==> src/design/tkl_pkg.sv <==
// Shared types and constants for the top-k leaderboard table.
`timescale 1ns / 1ps

package tkl_pkg;

    // Field widths fixed by the item format
    localparam int ID_W     = 16;
    localparam int SCORE_W  = 32;
    localparam int RANK_W   = 4;
    localparam int STATUS_W = 2;

    // Default number of table entries
    localparam int DEF_TABLE_SIZE = 10;

    // Command codes
    localparam logic CMD_INSERT = 1'b0;
    localparam logic CMD_READ   = 1'b1;

    // Result status codes
    localparam logic [STATUS_W-1:0] ST_ENTERED  = 2'd0;
    localparam logic [STATUS_W-1:0] ST_NOPLACE  = 2'd1;
    localparam logic [STATUS_W-1:0] ST_DUP      = 2'd2;
    localparam logic [STATUS_W-1:0] ST_READ     = 2'd3;

    // One table entry as stored in the memory
    typedef struct packed {
        logic [ID_W-1:0]           id;
        logic signed [SCORE_W-1:0] score;
    } entry_t;

    // Memory port strobes
    typedef struct packed {
        logic rd_en;
        logic wr_en;
    } ram_ctl_t;

    // One result item
    typedef struct packed {
        logic [STATUS_W-1:0]       status;
        logic [RANK_W-1:0]         placed_rank;
        logic                      new_top;
        logic                      tied_top;
        logic [ID_W-1:0]           out_id;
        logic signed [SCORE_W-1:0] out_score;
        logic [RANK_W-1:0]         entry_total;
    } result_t;

endpackage

==> src/design/top_k_sorted_leaderboard_unit.sv <==
// Top level of the top-k leaderboard table: ports and output register.
`timescale 1ns / 1ps
//
// Keeps up to TABLE_SIZE (id, score) entries sorted by descending signed
// Q16.16 score in a single-port-read, single-port-write memory.
// Input channel (s_*): cmd 0 inserts player_id/new_score, cmd 1 reads the
// entry at read_index. Result channel (m_*): one item per input item with
// status, placed rank, top flags, read data and the entry count.
// An item is handled one at a time by the sequencer. A read fetches its
// entry through S_RDWAIT; a read_index past the held entries goes straight
// to the result. An insert into a table of n entries reads each one once for
// the duplicate and rank check, then moves the s entries below the new rank
// one slot down, with each read overlapping the write of the entry before
// it. An insert into an empty table skips the scan. The next item is taken
// in the cycle after its result enters the output register.
// A finished result sits in the output register; the next item is taken
// while it waits. If m_ready stays low, the following result is held in the
// sequencer and s_ready stays low until the output register frees up.
// Reset (aresetn low, synchronous) empties the table; memory contents are
// not cleared, since entries past the count are never exposed.
//

module top_k_sorted_leaderboard_unit #(
    parameter int TABLE_SIZE = tkl_pkg::DEF_TABLE_SIZE
) (
    input  logic                                 aclk,
    input  logic                                 aresetn,
    input  logic                                 s_valid,
    output logic                                 s_ready,
    input  logic                                 s_cmd,
    input  logic [tkl_pkg::ID_W-1:0]             s_player_id,
    input  logic signed [tkl_pkg::SCORE_W-1:0]   s_new_score,
    input  logic [tkl_pkg::RANK_W-1:0]           s_read_index,
    output logic                                 m_valid,
    input  logic                                 m_ready,
    output logic [tkl_pkg::STATUS_W-1:0]         m_status,
    output logic [tkl_pkg::RANK_W-1:0]           m_placed_rank,
    output logic                                 m_new_top,
    output logic                                 m_tied_top,
    output logic [tkl_pkg::ID_W-1:0]             m_out_id,
    output logic signed [tkl_pkg::SCORE_W-1:0]   m_out_score,
    output logic [tkl_pkg::RANK_W-1:0]           m_entry_total
);

    logic             res_valid;
    logic             res_ready;
    tkl_pkg::result_t res;

    logic             m_valid_reg, m_valid_next;
    tkl_pkg::result_t out_reg, out_next;

    tkl_engine #(
        .TABLE_SIZE (TABLE_SIZE)
    ) u_engine (
        .aclk      (aclk),
        .aresetn   (aresetn),
        .in_valid  (s_valid),
        .in_ready  (s_ready),
        .in_cmd    (s_cmd),
        .in_id     (s_player_id),
        .in_score  (s_new_score),
        .in_ridx   (s_read_index),
        .res_valid (res_valid),
        .res_ready (res_ready),
        .res       (res)
    );

    // Load a new result when the register is empty or being drained
    assign res_ready = !m_valid_reg || m_ready;

    always_comb begin
        m_valid_next = m_valid_reg;
        out_next     = out_reg;
        if (res_ready) begin
            m_valid_next = res_valid;
            if (res_valid) begin
                out_next = res;
            end
        end
    end

    always_ff @(posedge aclk) begin
        if (!aresetn) begin
            m_valid_reg <= 1'b0;
        end else begin
            m_valid_reg <= m_valid_next;
        end
    end

    always_ff @(posedge aclk) begin
        out_reg <= out_next;
    end

    assign m_valid       = m_valid_reg;
    assign m_status      = out_reg.status;
    assign m_placed_rank = out_reg.placed_rank;
    assign m_new_top     = out_reg.new_top;
    assign m_tied_top    = out_reg.tied_top;
    assign m_out_id      = out_reg.out_id;
    assign m_out_score   = out_reg.out_score;
    assign m_entry_total = out_reg.entry_total;

endmodule

==> src/design/tkl_entry_ram.sv <==
// Entry memory: one write port, one read port with registered read data.
`timescale 1ns / 1ps

module tkl_entry_ram #(
    parameter int DEPTH  = tkl_pkg::DEF_TABLE_SIZE,
    parameter int ADDR_W = $clog2(tkl_pkg::DEF_TABLE_SIZE)
) (
    input  logic                aclk,
    input  tkl_pkg::ram_ctl_t   ctl,
    input  logic [ADDR_W-1:0]   rd_addr,
    input  logic [ADDR_W-1:0]   wr_addr,
    input  tkl_pkg::entry_t     wr_data,
    output tkl_pkg::entry_t     rd_data
);

    tkl_pkg::entry_t mem [DEPTH];

    // Write and read, read data registered
    always_ff @(posedge aclk) begin
        if (ctl.wr_en) begin
            mem[wr_addr] <= wr_data;
        end
        if (ctl.rd_en) begin
            rd_data <= mem[rd_addr];
        end
    end

endmodule

==> src/design/tkl_engine.sv <==
// Sequencer: scans, shifts and places entries in the table memory.
`timescale 1ns / 1ps

module tkl_engine #(
    parameter int TABLE_SIZE = tkl_pkg::DEF_TABLE_SIZE
) (
    input  logic                                 aclk,
    input  logic                                 aresetn,
    // item intake
    input  logic                                 in_valid,
    output logic                                 in_ready,
    input  logic                                 in_cmd,
    input  logic [tkl_pkg::ID_W-1:0]             in_id,
    input  logic signed [tkl_pkg::SCORE_W-1:0]   in_score,
    input  logic [tkl_pkg::RANK_W-1:0]           in_ridx,
    // result handoff
    output logic                                 res_valid,
    input  logic                                 res_ready,
    output tkl_pkg::result_t                     res
);

    localparam int IDX_W = $clog2(TABLE_SIZE);
    localparam int CNT_W = $clog2(TABLE_SIZE + 1);
    localparam int CMP_W = (CNT_W > tkl_pkg::RANK_W) ? CNT_W : tkl_pkg::RANK_W;
    localparam logic [CNT_W-1:0] FULL_CNT = CNT_W'(TABLE_SIZE);

    localparam logic [2:0] S_IDLE   = 3'd0;
    localparam logic [2:0] S_SCAN   = 3'd1;
    localparam logic [2:0] S_DECIDE = 3'd2;
    localparam logic [2:0] S_SHIFT  = 3'd3;
    localparam logic [2:0] S_PLACE  = 3'd4;
    localparam logic [2:0] S_RDWAIT = 3'd5;
    localparam logic [2:0] S_RESULT = 3'd6;

    // control state
    logic [2:0]       state_reg, state_next;
    logic [CNT_W-1:0] count_reg, count_next;
    logic             iss_reg, iss_next;
    logic             pend_reg, pend_next;

    // working registers
    logic [tkl_pkg::ID_W-1:0]           id_reg, id_next;
    logic signed [tkl_pkg::SCORE_W-1:0] score_reg, score_next;
    logic [IDX_W-1:0]                   ptr_reg, ptr_next;
    logic [IDX_W-1:0]                   pend_idx_reg, pend_idx_next;
    logic [CNT_W-1:0]                   pos_reg, pos_next;
    logic                               dup_reg, dup_next;
    logic                               gt_top_reg, gt_top_next;
    logic                               eq_top_reg, eq_top_next;
    logic                               gt_worst_reg, gt_worst_next;
    tkl_pkg::result_t                   res_reg, res_next;

    // memory port
    tkl_pkg::ram_ctl_t ram_ctl;
    logic [IDX_W-1:0]  rd_addr;
    logic [IDX_W-1:0]  wr_addr;
    tkl_pkg::entry_t   wr_data;
    tkl_pkg::entry_t   rd_data;

    logic [CNT_W-1:0] cnt_m1;
    logic [CNT_W-1:0] last_cnt;
    logic [CMP_W-1:0] ridx_ext;
    logic             full;
    logic             enters;

    tkl_entry_ram #(
        .DEPTH  (TABLE_SIZE),
        .ADDR_W (IDX_W)
    ) u_ram (
        .aclk    (aclk),
        .ctl     (ram_ctl),
        .rd_addr (rd_addr),
        .wr_addr (wr_addr),
        .wr_data (wr_data),
        .rd_data (rd_data)
    );

    assign in_ready  = (state_reg == S_IDLE);
    assign res_valid = (state_reg == S_RESULT);
    assign res       = res_reg;

    assign cnt_m1   = count_reg - CNT_W'(1);
    assign full     = (count_reg == FULL_CNT);
    assign last_cnt = full ? CNT_W'(TABLE_SIZE - 1) : count_reg;
    assign ridx_ext = CMP_W'(in_ridx);
    assign enters   = (count_reg == '0) || !full || gt_worst_reg;

    // Sequence one item
    always_comb begin
        state_next    = state_reg;
        count_next    = count_reg;
        iss_next      = iss_reg;
        pend_next     = pend_reg;
        id_next       = id_reg;
        score_next    = score_reg;
        ptr_next      = ptr_reg;
        pend_idx_next = pend_idx_reg;
        pos_next      = pos_reg;
        dup_next      = dup_reg;
        gt_top_next   = gt_top_reg;
        eq_top_next   = eq_top_reg;
        gt_worst_next = gt_worst_reg;
        res_next      = res_reg;
        ram_ctl       = '0;
        rd_addr       = ptr_reg;
        wr_addr       = pend_idx_reg + IDX_W'(1);
        wr_data       = rd_data;

        unique case (state_reg)
            S_IDLE: begin
                if (in_valid) begin
                    id_next       = in_id;
                    score_next    = in_score;
                    ptr_next      = '0;
                    pos_next      = '0;
                    dup_next      = 1'b0;
                    gt_top_next   = 1'b0;
                    eq_top_next   = 1'b0;
                    gt_worst_next = 1'b0;
                    pend_next     = 1'b0;
                    res_next      = '0;
                    res_next.entry_total = tkl_pkg::RANK_W'(count_reg);
                    if (in_cmd == tkl_pkg::CMD_READ) begin
                        res_next.status = tkl_pkg::ST_READ;
                        if (ridx_ext < CMP_W'(count_reg)) begin
                            // fetch the entry now, capture it next cycle
                            ram_ctl.rd_en = 1'b1;
                            rd_addr       = ridx_ext[IDX_W-1:0];
                            state_next    = S_RDWAIT;
                        end else begin
                            state_next = S_RESULT;
                        end
                    end else if (count_reg == '0) begin
                        state_next = S_DECIDE;
                    end else begin
                        iss_next   = 1'b1;
                        state_next = S_SCAN;
                    end
                end
            end

            S_SCAN: begin
                // issue reads over all held entries
                if (iss_reg) begin
                    ram_ctl.rd_en = 1'b1;
                    rd_addr       = ptr_reg;
                    if (ptr_reg == cnt_m1[IDX_W-1:0]) begin
                        iss_next = 1'b0;
                    end else begin
                        ptr_next = ptr_reg + IDX_W'(1);
                    end
                end
                pend_next     = iss_reg;
                pend_idx_next = ptr_reg;
                // check the entry that came back
                if (pend_reg) begin
                    if (rd_data.id == id_reg) begin
                        dup_next = 1'b1;
                    end
                    if (rd_data.score >= score_reg) begin
                        pos_next = pos_reg + CNT_W'(1);
                    end
                    if (pend_idx_reg == '0) begin
                        gt_top_next = (score_reg > rd_data.score);
                        eq_top_next = (score_reg == rd_data.score);
                    end
                    if (pend_idx_reg == cnt_m1[IDX_W-1:0]) begin
                        gt_worst_next = (score_reg > rd_data.score);
                    end
                end
                if (!iss_reg && !pend_reg) begin
                    state_next = S_DECIDE;
                end
            end

            S_DECIDE: begin
                if (dup_reg) begin
                    res_next.status = tkl_pkg::ST_DUP;
                    state_next      = S_RESULT;
                end else begin
                    res_next.new_top  = (count_reg == '0) || gt_top_reg;
                    res_next.tied_top = (count_reg != '0) && eq_top_reg;
                    if (!enters) begin
                        res_next.status = tkl_pkg::ST_NOPLACE;
                        state_next      = S_RESULT;
                    end else if (last_cnt > pos_reg) begin
                        // move entries down from the last held slot (the one before it when full) to pos
                        iss_next   = 1'b1;
                        pend_next  = 1'b0;
                        ptr_next   = cnt_m1[IDX_W-1:0];
                        if (full) begin
                            ptr_next = IDX_W'(TABLE_SIZE - 2);
                        end
                        state_next = S_SHIFT;
                    end else begin
                        state_next = S_PLACE;
                    end
                end
            end

            S_SHIFT: begin
                // read source entries downward
                if (iss_reg) begin
                    ram_ctl.rd_en = 1'b1;
                    rd_addr       = ptr_reg;
                    if (ptr_reg == pos_reg[IDX_W-1:0]) begin
                        iss_next = 1'b0;
                    end else begin
                        ptr_next = ptr_reg - IDX_W'(1);
                    end
                end
                pend_next     = iss_reg;
                pend_idx_next = ptr_reg;
                // write each one a slot lower
                if (pend_reg) begin
                    ram_ctl.wr_en = 1'b1;
                    wr_addr       = pend_idx_reg + IDX_W'(1);
                    wr_data       = rd_data;
                end
                if (!iss_reg && !pend_reg) begin
                    state_next = S_PLACE;
                end
            end

            S_PLACE: begin
                ram_ctl.wr_en    = 1'b1;
                wr_addr          = pos_reg[IDX_W-1:0];
                wr_data.id       = id_reg;
                wr_data.score    = score_reg;
                count_next       = full ? count_reg : count_reg + CNT_W'(1);
                res_next.status      = tkl_pkg::ST_ENTERED;
                res_next.placed_rank = tkl_pkg::RANK_W'(pos_reg);
                res_next.entry_total = tkl_pkg::RANK_W'(count_next);
                state_next       = S_RESULT;
            end

            S_RDWAIT: begin
                res_next.out_id    = rd_data.id;
                res_next.out_score = rd_data.score;
                state_next         = S_RESULT;
            end

            S_RESULT: begin
                if (res_ready) begin
                    state_next = S_IDLE;
                end
            end

            default: begin
                state_next = S_IDLE;
            end
        endcase
    end

    // Control registers
    always_ff @(posedge aclk) begin
        if (!aresetn) begin
            state_reg <= S_IDLE;
            count_reg <= '0;
            iss_reg   <= 1'b0;
            pend_reg  <= 1'b0;
        end else begin
            state_reg <= state_next;
            count_reg <= count_next;
            iss_reg   <= iss_next;
            pend_reg  <= pend_next;
        end
    end

    // Working registers
    always_ff @(posedge aclk) begin
        id_reg       <= id_next;
        score_reg    <= score_next;
        ptr_reg      <= ptr_next;
        pend_idx_reg <= pend_idx_next;
        pos_reg      <= pos_next;
        dup_reg      <= dup_next;
        gt_top_reg   <= gt_top_next;
        eq_top_reg   <= eq_top_next;
        gt_worst_reg <= gt_worst_next;
        res_reg      <= res_next;
    end

endmodule
==> config.mk <==
export PLATFORM = sky130hd
export DESIGN_NAME = top_k_sorted_leaderboard_unit
export DESIGN_NICKNAME = d
export VERILOG_FILES = /design/src/design/tkl_pkg.sv /design/src/design/top_k_sorted_leaderboard_unit.sv /design/src/design/tkl_entry_ram.sv /design/src/design/tkl_engine.sv
export SDC_FILE = /design/constraint.sdc
export NUM_CORES = 1
export LEC_CHECK = 0
export ABC_AREA = 1
export BUFFER_PORTS_ARGS = -buffer_cell sky130_fd_sc_hd__buf_2
export CAP_MARGIN = 10
export CELL_PAD_IN_SITES_DETAIL_PLACEMENT = 0
export CELL_PAD_IN_SITES_GLOBAL_PLACEMENT = 1
export CORE_MARGIN = 2
export CORE_UTILIZATION = 30
export CTS_BUF_LIST = sky130_fd_sc_hd__clkbuf_4
export DETAILED_ROUTE_END_ITERATION = 10
export PLACE_DENSITY_LB_ADDON = 0.1
export SLEW_MARGIN = 20
export SYNTH_ARGS = -nofsm -noshare
export SYNTH_HDL_FRONTEND = slang
export SYNTH_SLANG_ARGS = --single-unit
==> constraint.sdc <==
create_clock -name aclk -period 5 [get_ports aclk]
set_input_delay 0 -clock aclk [delete_from_list [all_inputs] [get_ports aclk]]
set_output_delay 0 -clock aclk [all_outputs]
set_load 0.01 [all_outputs]
==> After elaboration in Yosys (flattened, before gate mapping) <==
Memories as Yosys holds them, arrays and structs flattened. A register that Yosys moved wholly into a read port is not among the register bits.
Cells that the tools add are included.
{ "op_classes": {"n_addsub": 6, "n_mul": 0, "div": 0, "n_lt_le_gt_ge": 4, "n_eq_ne": 31, "shift": 0, "mux": 79, "n_bitwise": 0, "reduce_logical": 37} }
{ "op_table": {"columns": ["cell", "count"], "rows": [
  ["$pmux W48 S2", 1],
  ["$mux W4", 18],
  ["$mux W60", 1],
  ["$mux W48", 1],
  ["$eq A32 B32 Y1", 1],
  ["$ge A32 B32 Y1", 1],
  ["$gt A32 B32 Y1", 1],
  ["$mux W1", 29],
  ["$mux W3", 8],
  ["$ne A2 B1 Y1 const B", 12],
  ["$pmux W4 S2", 3],
  ["$reduce_and A4 Y1", 5],
  ["$pmux W3 S6", 1],
  ["$add A4 B1 Y4 const B", 4],
  ["$eq A16 B16 Y1", 1],
  ["$pmux W4 S4", 1],
  ["$eq A4 B4 Y1", 3],
  ["$mux W2", 6],
  ["$ne A2 B2 Y1 const B", 6],
  ["$pmux W1 S2", 6],
  ["$eq A3 B3 Y1 const B", 3],
  ["$reduce_and A9 Y1", 1],
  ["$logic_not A4 Y1", 2],
  ["$reduce_and A2 Y1", 4],
  ["other kinds (22)", 38]
]} }
{ "word_totals": {"ff_bits": 194, "latchBits": 0, "ramBits": 480, "mem_bits_ro": 0, "out_inout_bits": 62, "wordCells": 186, "n_memories": 1} }
{ "mem_list": {"columns": ["memory", "depth", "width", "read_ports", "rd_clocked_by_memory_dff", "write_ports", "line_no", "rtl"], "rows": [
  ["u_engine.u_ram.mem", 10, 48, 1, 1, 1, "tkl_entry_ram.sv:16", "tkl_pkg::entry_t mem [DEPTH];"]
]} }

==> Logic depth before layout (Yosys ltp) <==
Gate-level depths: netlist of the first run.
{ "logic_depth": {"ltp_word": 7, "mapped_depth": 17, "mapped_depth_nobuf": 17} }

==> Cells and area by module <==
A second synthesis of the first run with hierarchy kept.
{ "hier_totals": {"cells_unflattened": 2705, "hier_area_um2": 31012.2} }
{ "by_module_without_submodules": {"columns": ["module", "n_inst", "cells_per_inst", "area_each_um2", "seq_area_each_um2"], "rows": [
  ["tkl_entry_ram", 1, 1896, 21998.6, 15855.2],
  ["tkl_engine", 1, 742, 7160.6, 3903.7],
  ["top_k_sorted_leaderboard_unit", 1, 67, 1853.0, 1821.7]
]} }

==> Worst setup path before layout of the first run <==
Ideal clock, no wire load.
{ "synth_path": {"path_type": "register -> register", "startpoint": "reg u_engine.state_reg[0]", "endpoint": "mem u_engine.u_ram.mem[0][0] (netlist bit), enable pin", "setup_ns": 0.454, "arrival_ns": 3.500, "required_ns": 4.546, "slack_ns": 1.047, "path_stages_with_launch": 7, "n_path_buf": 0, "synth_period_minus_slack_ns": 3.953, "path_cell_list": "dfxtp_1 -> inv_1 -> nor2_1 -> nand2_1 -> o21ai_0 -> nand3_1 -> nor2_1"} }
{ "synth_via": {"elab_chain_len": 4, "elab_cells_between_ends": 6, "classes_between": "eq/ne (2); mux (4)"} }
{ "synth_lines": {"columns": ["item", "line_no", "rtl"], "rows": [
  ["from (decl)", "tkl_engine.sv:36", "logic [2:0] state_reg, state_next;"],
  ["from (signal assigned)", "tkl_engine.sv:263", "state_reg <= state_next;"],
  ["$eq A3 B3 Y1 / $eq A3 B2 Y1 (equally long branches)", "tkl_engine.sv:109", "unique case (state_reg)"],
  ["$pmux W1 S2", "tkl_engine.sv:109", null],
  ["$mux W1", "tkl_entry_ram.sv:20", "if (ctl.wr_en) begin"],
  ["$mux W1 (not written as such)", "tkl_entry_ram.sv:21", "mem[wr_addr] <= wr_data;"],
  ["to (decl)", "tkl_entry_ram.sv:16", null]
]} }
Parallel ways exist; a longest one is shown, timed or not.

==> Worst setup path after layout of the first run <==
{ "layout_path": {"startpoint": "reg u_engine.count_reg[3]", "endpoint": "reg u_engine.u_ram.rd_data[11] (netlist name)"} }
{ "layout_via": {"elab_chain_len": 5, "elab_cells_between_ends": 9, "classes_between": "order compare (1); mux (8)"} }
{ "layout_lines": {"columns": ["item", "line_no", "rtl"], "rows": [
  ["from (decl)", "tkl_engine.sv:37", "logic [CNT_W-1:0] count_reg, count_next;"],
  ["from (signal assigned)", "tkl_engine.sv:264", "count_reg <= count_next;"],
  ["$lt A4 B4 Y1 *", "tkl_engine.sv:125", "if (ridx_ext < CMP_W'(count_reg)) begin"],
  ["$mux W1 / $mux W4 (equally long branches)", "tkl_engine.sv:125", null],
  ["$mux W1 / $mux W4 (equally long branches)", "tkl_engine.sv:123", "if (in_cmd == tkl_pkg::CMD_READ) begin"],
  ["$mux W1 / $mux W4 (equally long branches)", "tkl_engine.sv:111", "if (in_valid) begin"],
  ["$pmux W1 S2 / $mux W4 (equally long branches)", null, null]
]} }
Mark *: on every way between the ends. The rest lies on a longest branch, timed or not.
A chain may end at the register's enable or synchronous reset.

==> results.ini, run 1 <==
[placed_design]
portBuffers = 118
globalplace.congestion = 0.769
dp_hpwl_um = 47800

[synthesis]
synth_cell_types = 40
syn_inst = 2783
mappedNetlistArea_mm2 = 0.0309
yosys_warnings = 0
synthArstFlopShare = 0
yosysTopAreaCell = edfxtp_1
ys_seq_area_frac = 0.699
synth_edf_count = 712
avgSynthCellArea_um2 = 11.1
ys_ff_latch = 722
syn_nets = 2890
yosys.area.top_type_share = 0.692
yosysMostFrequentCell = edfxtp_1
synthFlopType = edfxtp_1
synth_common_cells = 712 x edfxtp_1, 565 x inv_1, 540 x nand2_1
synth_top_cells_by_area = edfxtp_1 69%, inv_1 6.9%, nand2_1 6.6%

[timing]
holdWs_ns = 0.189
period_share = 0.778
setup_viol_count_final = 0
tightest_slew_ns = 1.11
rsz0062_at_grt = false
fin_crit_ns = 3.89
hold_violations = 0
drv_slew = 0
finalSetupTns_ns = 0
slew_headroom = 0.255
finClkSkew_ns = 0.0796
fmaxAchievable_ghz = 0.257

[floorplanning]
core_area_mm2 = 0.102
die-area_mm2 = 0.106
die_w_um = 325
rows = 117
die_h_um = 325
initial_utilization = 0.303
design.portCount = 119

[hold_path]
hold_depth = 3
hp-class = input pin to register

[drt]
routed_wl_um = 92200
dr.pass1.iters = 5
ant_nets = 0
drc = 0
avgRoutedWirePerCell_um = 19.8
drt_iter0_markers = 1463
routed-via-count = 20806
via_per_inst = 4.46

[clock_network]
numCtsBuffers = 199
clock_sink_count = 722
clockBufferDepth = 3
post_cts_buffers = 0
cts_tree = yes
insertion_delay_ns = 1.09
postCtsHoldBufs = 116
htreeDepth = 4
cts-root-buf = clkbuf_4
path_clk_slew_ns = 0.06
cts_resized = 0

[global_route]
use_met2 = 0.285
overflow = 0
use_met3 = 0.0391
grt.busiest_layer = met2
use_met1 = 0.231
grt_max_degree = 99
antenna_found_initial = 4
gr-usage-all-layers = 0.175
grt_pass1_vias = 21082
grt_pass1_wl_um = 137000

[layout]
drive_above_1_share = 0.161
largest_reg_flops = 480
syn_to_final_growth_pct = 20.0
nets = 3248

[critical_path]
required_ns = 5.77
worstPathArrival_ns = 4.66
path_cells = inv_1 -> ha_1 -> a21oi_1 -> dlygate4sd3_1 -> nand3_4 -> or2_0 -> o21ai_4 -> buf_16 -> clkinv_2 -> buf_4 -> o21ai_0 -> inv_1 -> o21ai_0 -> nand2_1
rr_worst_depth = 14
cp_slowest_stage_delay_ns = 0.68
crit_slowest_cell = dlygate4sd3_1
endpoint_kind = register
crit_type = register to register
startpoint_type = register
worstPathMaxFanout = 48

[power_and_ir_drop]
ir_drop_v = 0.000368
p_total_mw = 20.3
power_density_mw_per_mm2 = 547
power.static_leakage_nw = 15.5

[run_status]
outcome = finished, final reports clean

[run]
cap_viol_max_count = 0

[worst paths after layout]
path	start	to	slack [ns]
worst max-delay path	u_engine.count_reg[3]	u_engine.u_ram.rd_data[11]	1.11
worst min-delay path	s_new_score[1]	u_engine.score_reg[1]	0.19
worst max register to register	u_engine.count_reg[3]	u_engine.u_ram.rd_data[11]	1.11
worst min register to register	u_engine.res[25]	m_out_score[21]	0.42
[cells in the final DEF, fill, tap and decap left out, types with 2 or more instances in the layout]
cell type / n
clkinv_1: 34
nor4_1: 2
buf_12: 12
o21ai_1: 57
buf_2: 118
nand2_2: 5
clkinv_2: 5
clkinv_4: 4
xnor2_1: 13
or2_2: 7
nand4_1: 11
inv_2: 14
nor2_1: 96
o2111ai_1: 5
dlygate4sd3_1: 116
inv_6: 2
nand3_1: 399
o21ai_4: 3
o22ai_1: 3
xor2_1: 8
nand2_1: 534
nor2_4: 14
a31oi_1: 3
inv_1: 564
edfxtp_1: 712
ha_1: 49
bufinv_16: 2
o21ai_0: 106
nor3_1: 5
o21a_1: 2
clkbuf_4: 309
clkinvlp_4: 4
buf_4: 26
dfxtp_1: 10
a21oi_1: 28
nand2_8: 2
[final cells by class]
class	instances	area (um2)
inverters	581	2180
clock buffers	309	2320
well taps	1368	1710
repair buffers	273	2210
fillers	10260	64800
diodes	1	2.50
clock inverters	48	282
multi-input cells	1364	6760
flip-flops and latches	722	21600
[where the power goes]
group / internal [mW] / total [mW] / switching [mW]
Combinational: 1.64 / 6.25 / 4.61
Clock: 2.90 / 5.45 / 2.55
Sequential: 8.21 / 8.57 / 0.357
[worst max-delay path, delay by kind of cell, from the launching register on]
kind | cells | cell delay [ns]
fa+ha+maj | 1 | 0.31
flops | 1 | 0.41
simple gates | 3 | 0.62
buf+inv | 6 | 1.49
compound gates | 4 | 0.72
[per-stage QoR]
step	cells	setup slack [ns]	instance area (um2)	utilization
after floorplan	2783	1.05	30900	-
after global routing	4666	0.806	37100	0.364
final	4666	1.11	37100	0.364
after global placement	4191	1.24	33300	0.326
after CTS	4664	1.05	37000	0.363
after detailed placement	4191	1.20	33300	0.326
[cells by family (layout without fill, tap and decap cells)]
group,count (synthesis),count (layout),share of synthesized area
AOI/OAI and AO/OA,213,213,0.0364
xor gates and xnor gates,21,21,0.00596
adders and majority gates,50,50,0.0205
buffers and inverters,697,1211,0.0876
DFF,722,722,0.699
other,0,1,0
and+or+nand+nor,1080,1080,0.151
[routing by layer]
layer	wire length [um]	part of all wire
met3	4620	0.050
met5	8	0.000087
met1	42400	0.46
met2	43200	0.47
met4	1980	0.021
No activity file was read; power rests on OpenSTA's default activity.
==> run 2, diff against run 1 <==
==> constraint.sdc (replaced) <==
create_clock -name aclk -period 3.2 [get_ports aclk]
set_input_delay 0 -clock aclk [delete_from_list [all_inputs] [get_ports aclk]]
set_output_delay 0 -clock aclk [all_outputs]
set_load 0.01 [all_outputs]
==> run 2 against run 1 <==
Flip-flop and latch count unchanged; register-to-register slack worse by 0.97 ns; combinational power up 68%; critical path depth down 6; hold slack better by 0.0073 ns; sequential share of layout area down 1.4 points; power up 60%; final area up 2.4%; routed wire length down 1.9%; maximum frequency up 27%; cell count up 1.9%; core utilization up 0.88 points; critical path type unchanged; largest cell class unchanged; highest routed layer is now met4.
==> results.ini, run 2 (synthesis gave the netlist of run 1 again) <==
[timing]
period_share = 0.955  ; +0.177
fmaxAchievable_ghz = 0.327  ; +27%
setup_viol_count_final = 0  ; unchanged
hold_violations = 0  ; unchanged
slew_headroom = 0.553  ; +0.298
tightest_slew_ns = 0.670  ; -0.436 ns
finClkSkew_ns = 0.0599  ; -0.0197 ns
drv_slew = 0  ; unchanged
fin_crit_ns = 3.06  ; -0.833 ns
holdWs_ns = 0.197  ; +0.00728 ns

[layout]
final_cells = 4755  ; +1.9%
layout_commonest_cell = edfxtp_1
drive_above_1_share = 0.182  ; +0.0212
nets = 3331  ; +2.6%
layout_common_cells = 712 x edfxtp_1, 564 x inv_1, 534 x nand2_1
largest_reg_flops = 480  ; unchanged
syn_to_final_growth_pct = 22.9
final_area_mm2 = 0.0379  ; +2.4%

[power_and_ir_drop]
ir_drop_v = 0.000562  ; +53%
power.static_leakage_nw = 16.0  ; +3.3%
power_density_mw_per_mm2 = 855  ; +56%

[global_route]
gr-usage-all-layers = 0.171  ; -0.00407
overflow = 0  ; unchanged
antenna_found_initial = 1  ; -3
grt_pass1_vias = 20873  ; -0.99%
grt_max_degree = 65  ; -34%
grt_pass1_wl_um = 134000  ; -1.8%

[clock_network]
clock_sink_count = 722  ; unchanged
path_clk_slew_ns = 0.07  ; about the same
htreeDepth = 4  ; unchanged
clockBufferDepth = 3  ; unchanged
cts-root-buf = clkbuf_4
cts_tree = yes
insertion_delay_ns = 1.06  ; -0.03 ns
numCtsBuffers = 201  ; +1.0%

[critical_path]
crit_top_cell = nor2_4
required_ns = 3.88  ; -1.89 ns
worstPathMaxFanout = 25  ; -48%
rr_startpoint = u_engine.state_reg[1]
crit_slowest_cell = o21ai_0
rr_worst_depth = 8  ; -6
worstPathArrival_ns = 3.74  ; -0.92 ns
endpoint_kind = register
path_cells = nor2_4 -> inv_1 -> nor2_4 -> clkinv_1 -> o21ai_0 -> nand3_1 -> nor2_4 -> buf_12
crit_type = register to register
r2r-end = u_engine.u_ram.mem[0][0]
startpoint_type = register
rrSetupSlack_ns = 0.14  ; -0.97 ns
cp_slowest_stage_delay_ns = 0.62  ; -0.06 ns

[hold_path]
min_to = u_engine.score_reg[2]
hold_depth = 3  ; unchanged
hp-class = input pin to register
worstHoldStart = s_new_score[2]

[floorplanning]
initial_utilization = 0.303  ; unchanged
design.portCount = 119  ; unchanged
core_area_mm2 = 0.102  ; unchanged
die-area_mm2 = 0.106  ; unchanged
die_w_um = 325  ; unchanged
die_h_um = 325  ; unchanged
rows = 117  ; unchanged

[drt]
routed-via-count = 20969  ; +0.78%
via_per_inst = 4.41  ; -1.1%
drc = 0  ; unchanged
dr.pass1.iters = 5  ; unchanged
drt_iter0_markers = 1225  ; -16%
routed_wl_um = 90400  ; -1.9%
ant_nets = 0  ; unchanged
avgRoutedWirePerCell_um = 19.0  ; -3.8%

[run]
cap_viol_max_count = 0  ; unchanged

[placed_design]
dp_hpwl_um = 50900  ; +6.7%
globalplace.congestion = 0.767  ; -0.26%
dp.cells = 4271  ; +1.9%
place_area_mm2 = 0.0341  ; +2.5%
portBuffers = 118  ; unchanged

[run_status]
outcome = finished, final reports clean

-- run 2: cell count changes in the layout (fill, tap and decap cells not counted), moves of 7 or more --
cell / change
buf_4: +64
o21ai_0: +32
o21ai_1: -32
buf_12: +20
clkinv_1: +7
-- run 2: worst max-delay path by stage --
stage,start,end,slack (ns),depth (start not counted)
global route,u_engine.count_reg[2],u_engine.state_reg[1],-0.0005,10
CTS,u_engine.state_reg[1],u_engine.u_ram.mem[1][27],0.08,8
detailed placement,u_engine.count_reg[3],u_engine.u_ram.rd_data[12],-0.0003,11
finish,u_engine.state_reg[1],u_engine.u_ram.mem[0][0],0.14,8
global placement,u_engine.count_reg[3],u_engine.u_ram.rd_data[12],0.06,11
floorplan,u_engine.state_reg[0],u_engine.u_ram.mem[0][0],-0.75,6
-- run 2: layer usage --
metal,share of wire,vias up,GRT usage
met3,0.042,127,0.0339
met2,0.46,452,0.274
li1,-,10218,-
met1,0.48,10172,0.233
met4,0.018,0,0.0555
met5,0,-,0
-- run 2: area by class of cell --
| type | instances | area, um2 |
|---|---|---|
| Antenna cell | 1 | 2.50 |
| Clock buffer | 313 | 2350 |
| Clock inverter | 52 | 323 |
| Fill cell | 10160 | 63900 |
| Inverter | 581 | 2180 |
| Multi-Input combinational cell | 1365 | 6760 |
| Sequential cell | 722 | 21600 |
| Tap cell | 1368 | 1710 |
| Timing Repair Buffer | 353 | 3040 |
-- run 2: repair_timing --
action / CTS / global route
setup endpoints to repair: 5 / 83
pin swaps: 2 / 1
cloned: 1 / 0
hold buffers: 112 / 0
resized for setup: 0 / 4
buffers inserted: 2 / 3
endpoints found under the hold margin: 280 / 0
-- run 2: stage by stage --
step	utilization	setup WS, ns	TNS, ns	power [mW]
after floorplan	-	-0.753	-287.71	19.4
after global placement	0.335	0.0579	0	23.9
after detailed placement	0.335	-0.000335	-0.000335	24.0
after CTS	0.372	0.0756	0	33.0
after global routing	0.372	-0.000511	-0.000511	34.6
final	0.372	0.144	0	32.4
-- run 2: report_power, final --
part | leakage (nW) | internal, mW | switching, mW | total (mW)
registers | 6.59 | 12.8 | 0.502 | 13.3
clock network | 1.59 | 4.74 | 3.90 | 8.64
logic | 7.79 | 3.21 | 7.29 | 10.5
-- run 2: critical path, delay by kind of cell (launching register included) --
| kind | cells | cell delay (ns) |
|---|---|---|
| DFF | 1 | 0.40 |
| buffers and inverters | 3 | 0.70 |
| and+or+nand+nor | 4 | 0.94 |
| AOI/OAI and AO/OA | 1 | 0.62 |
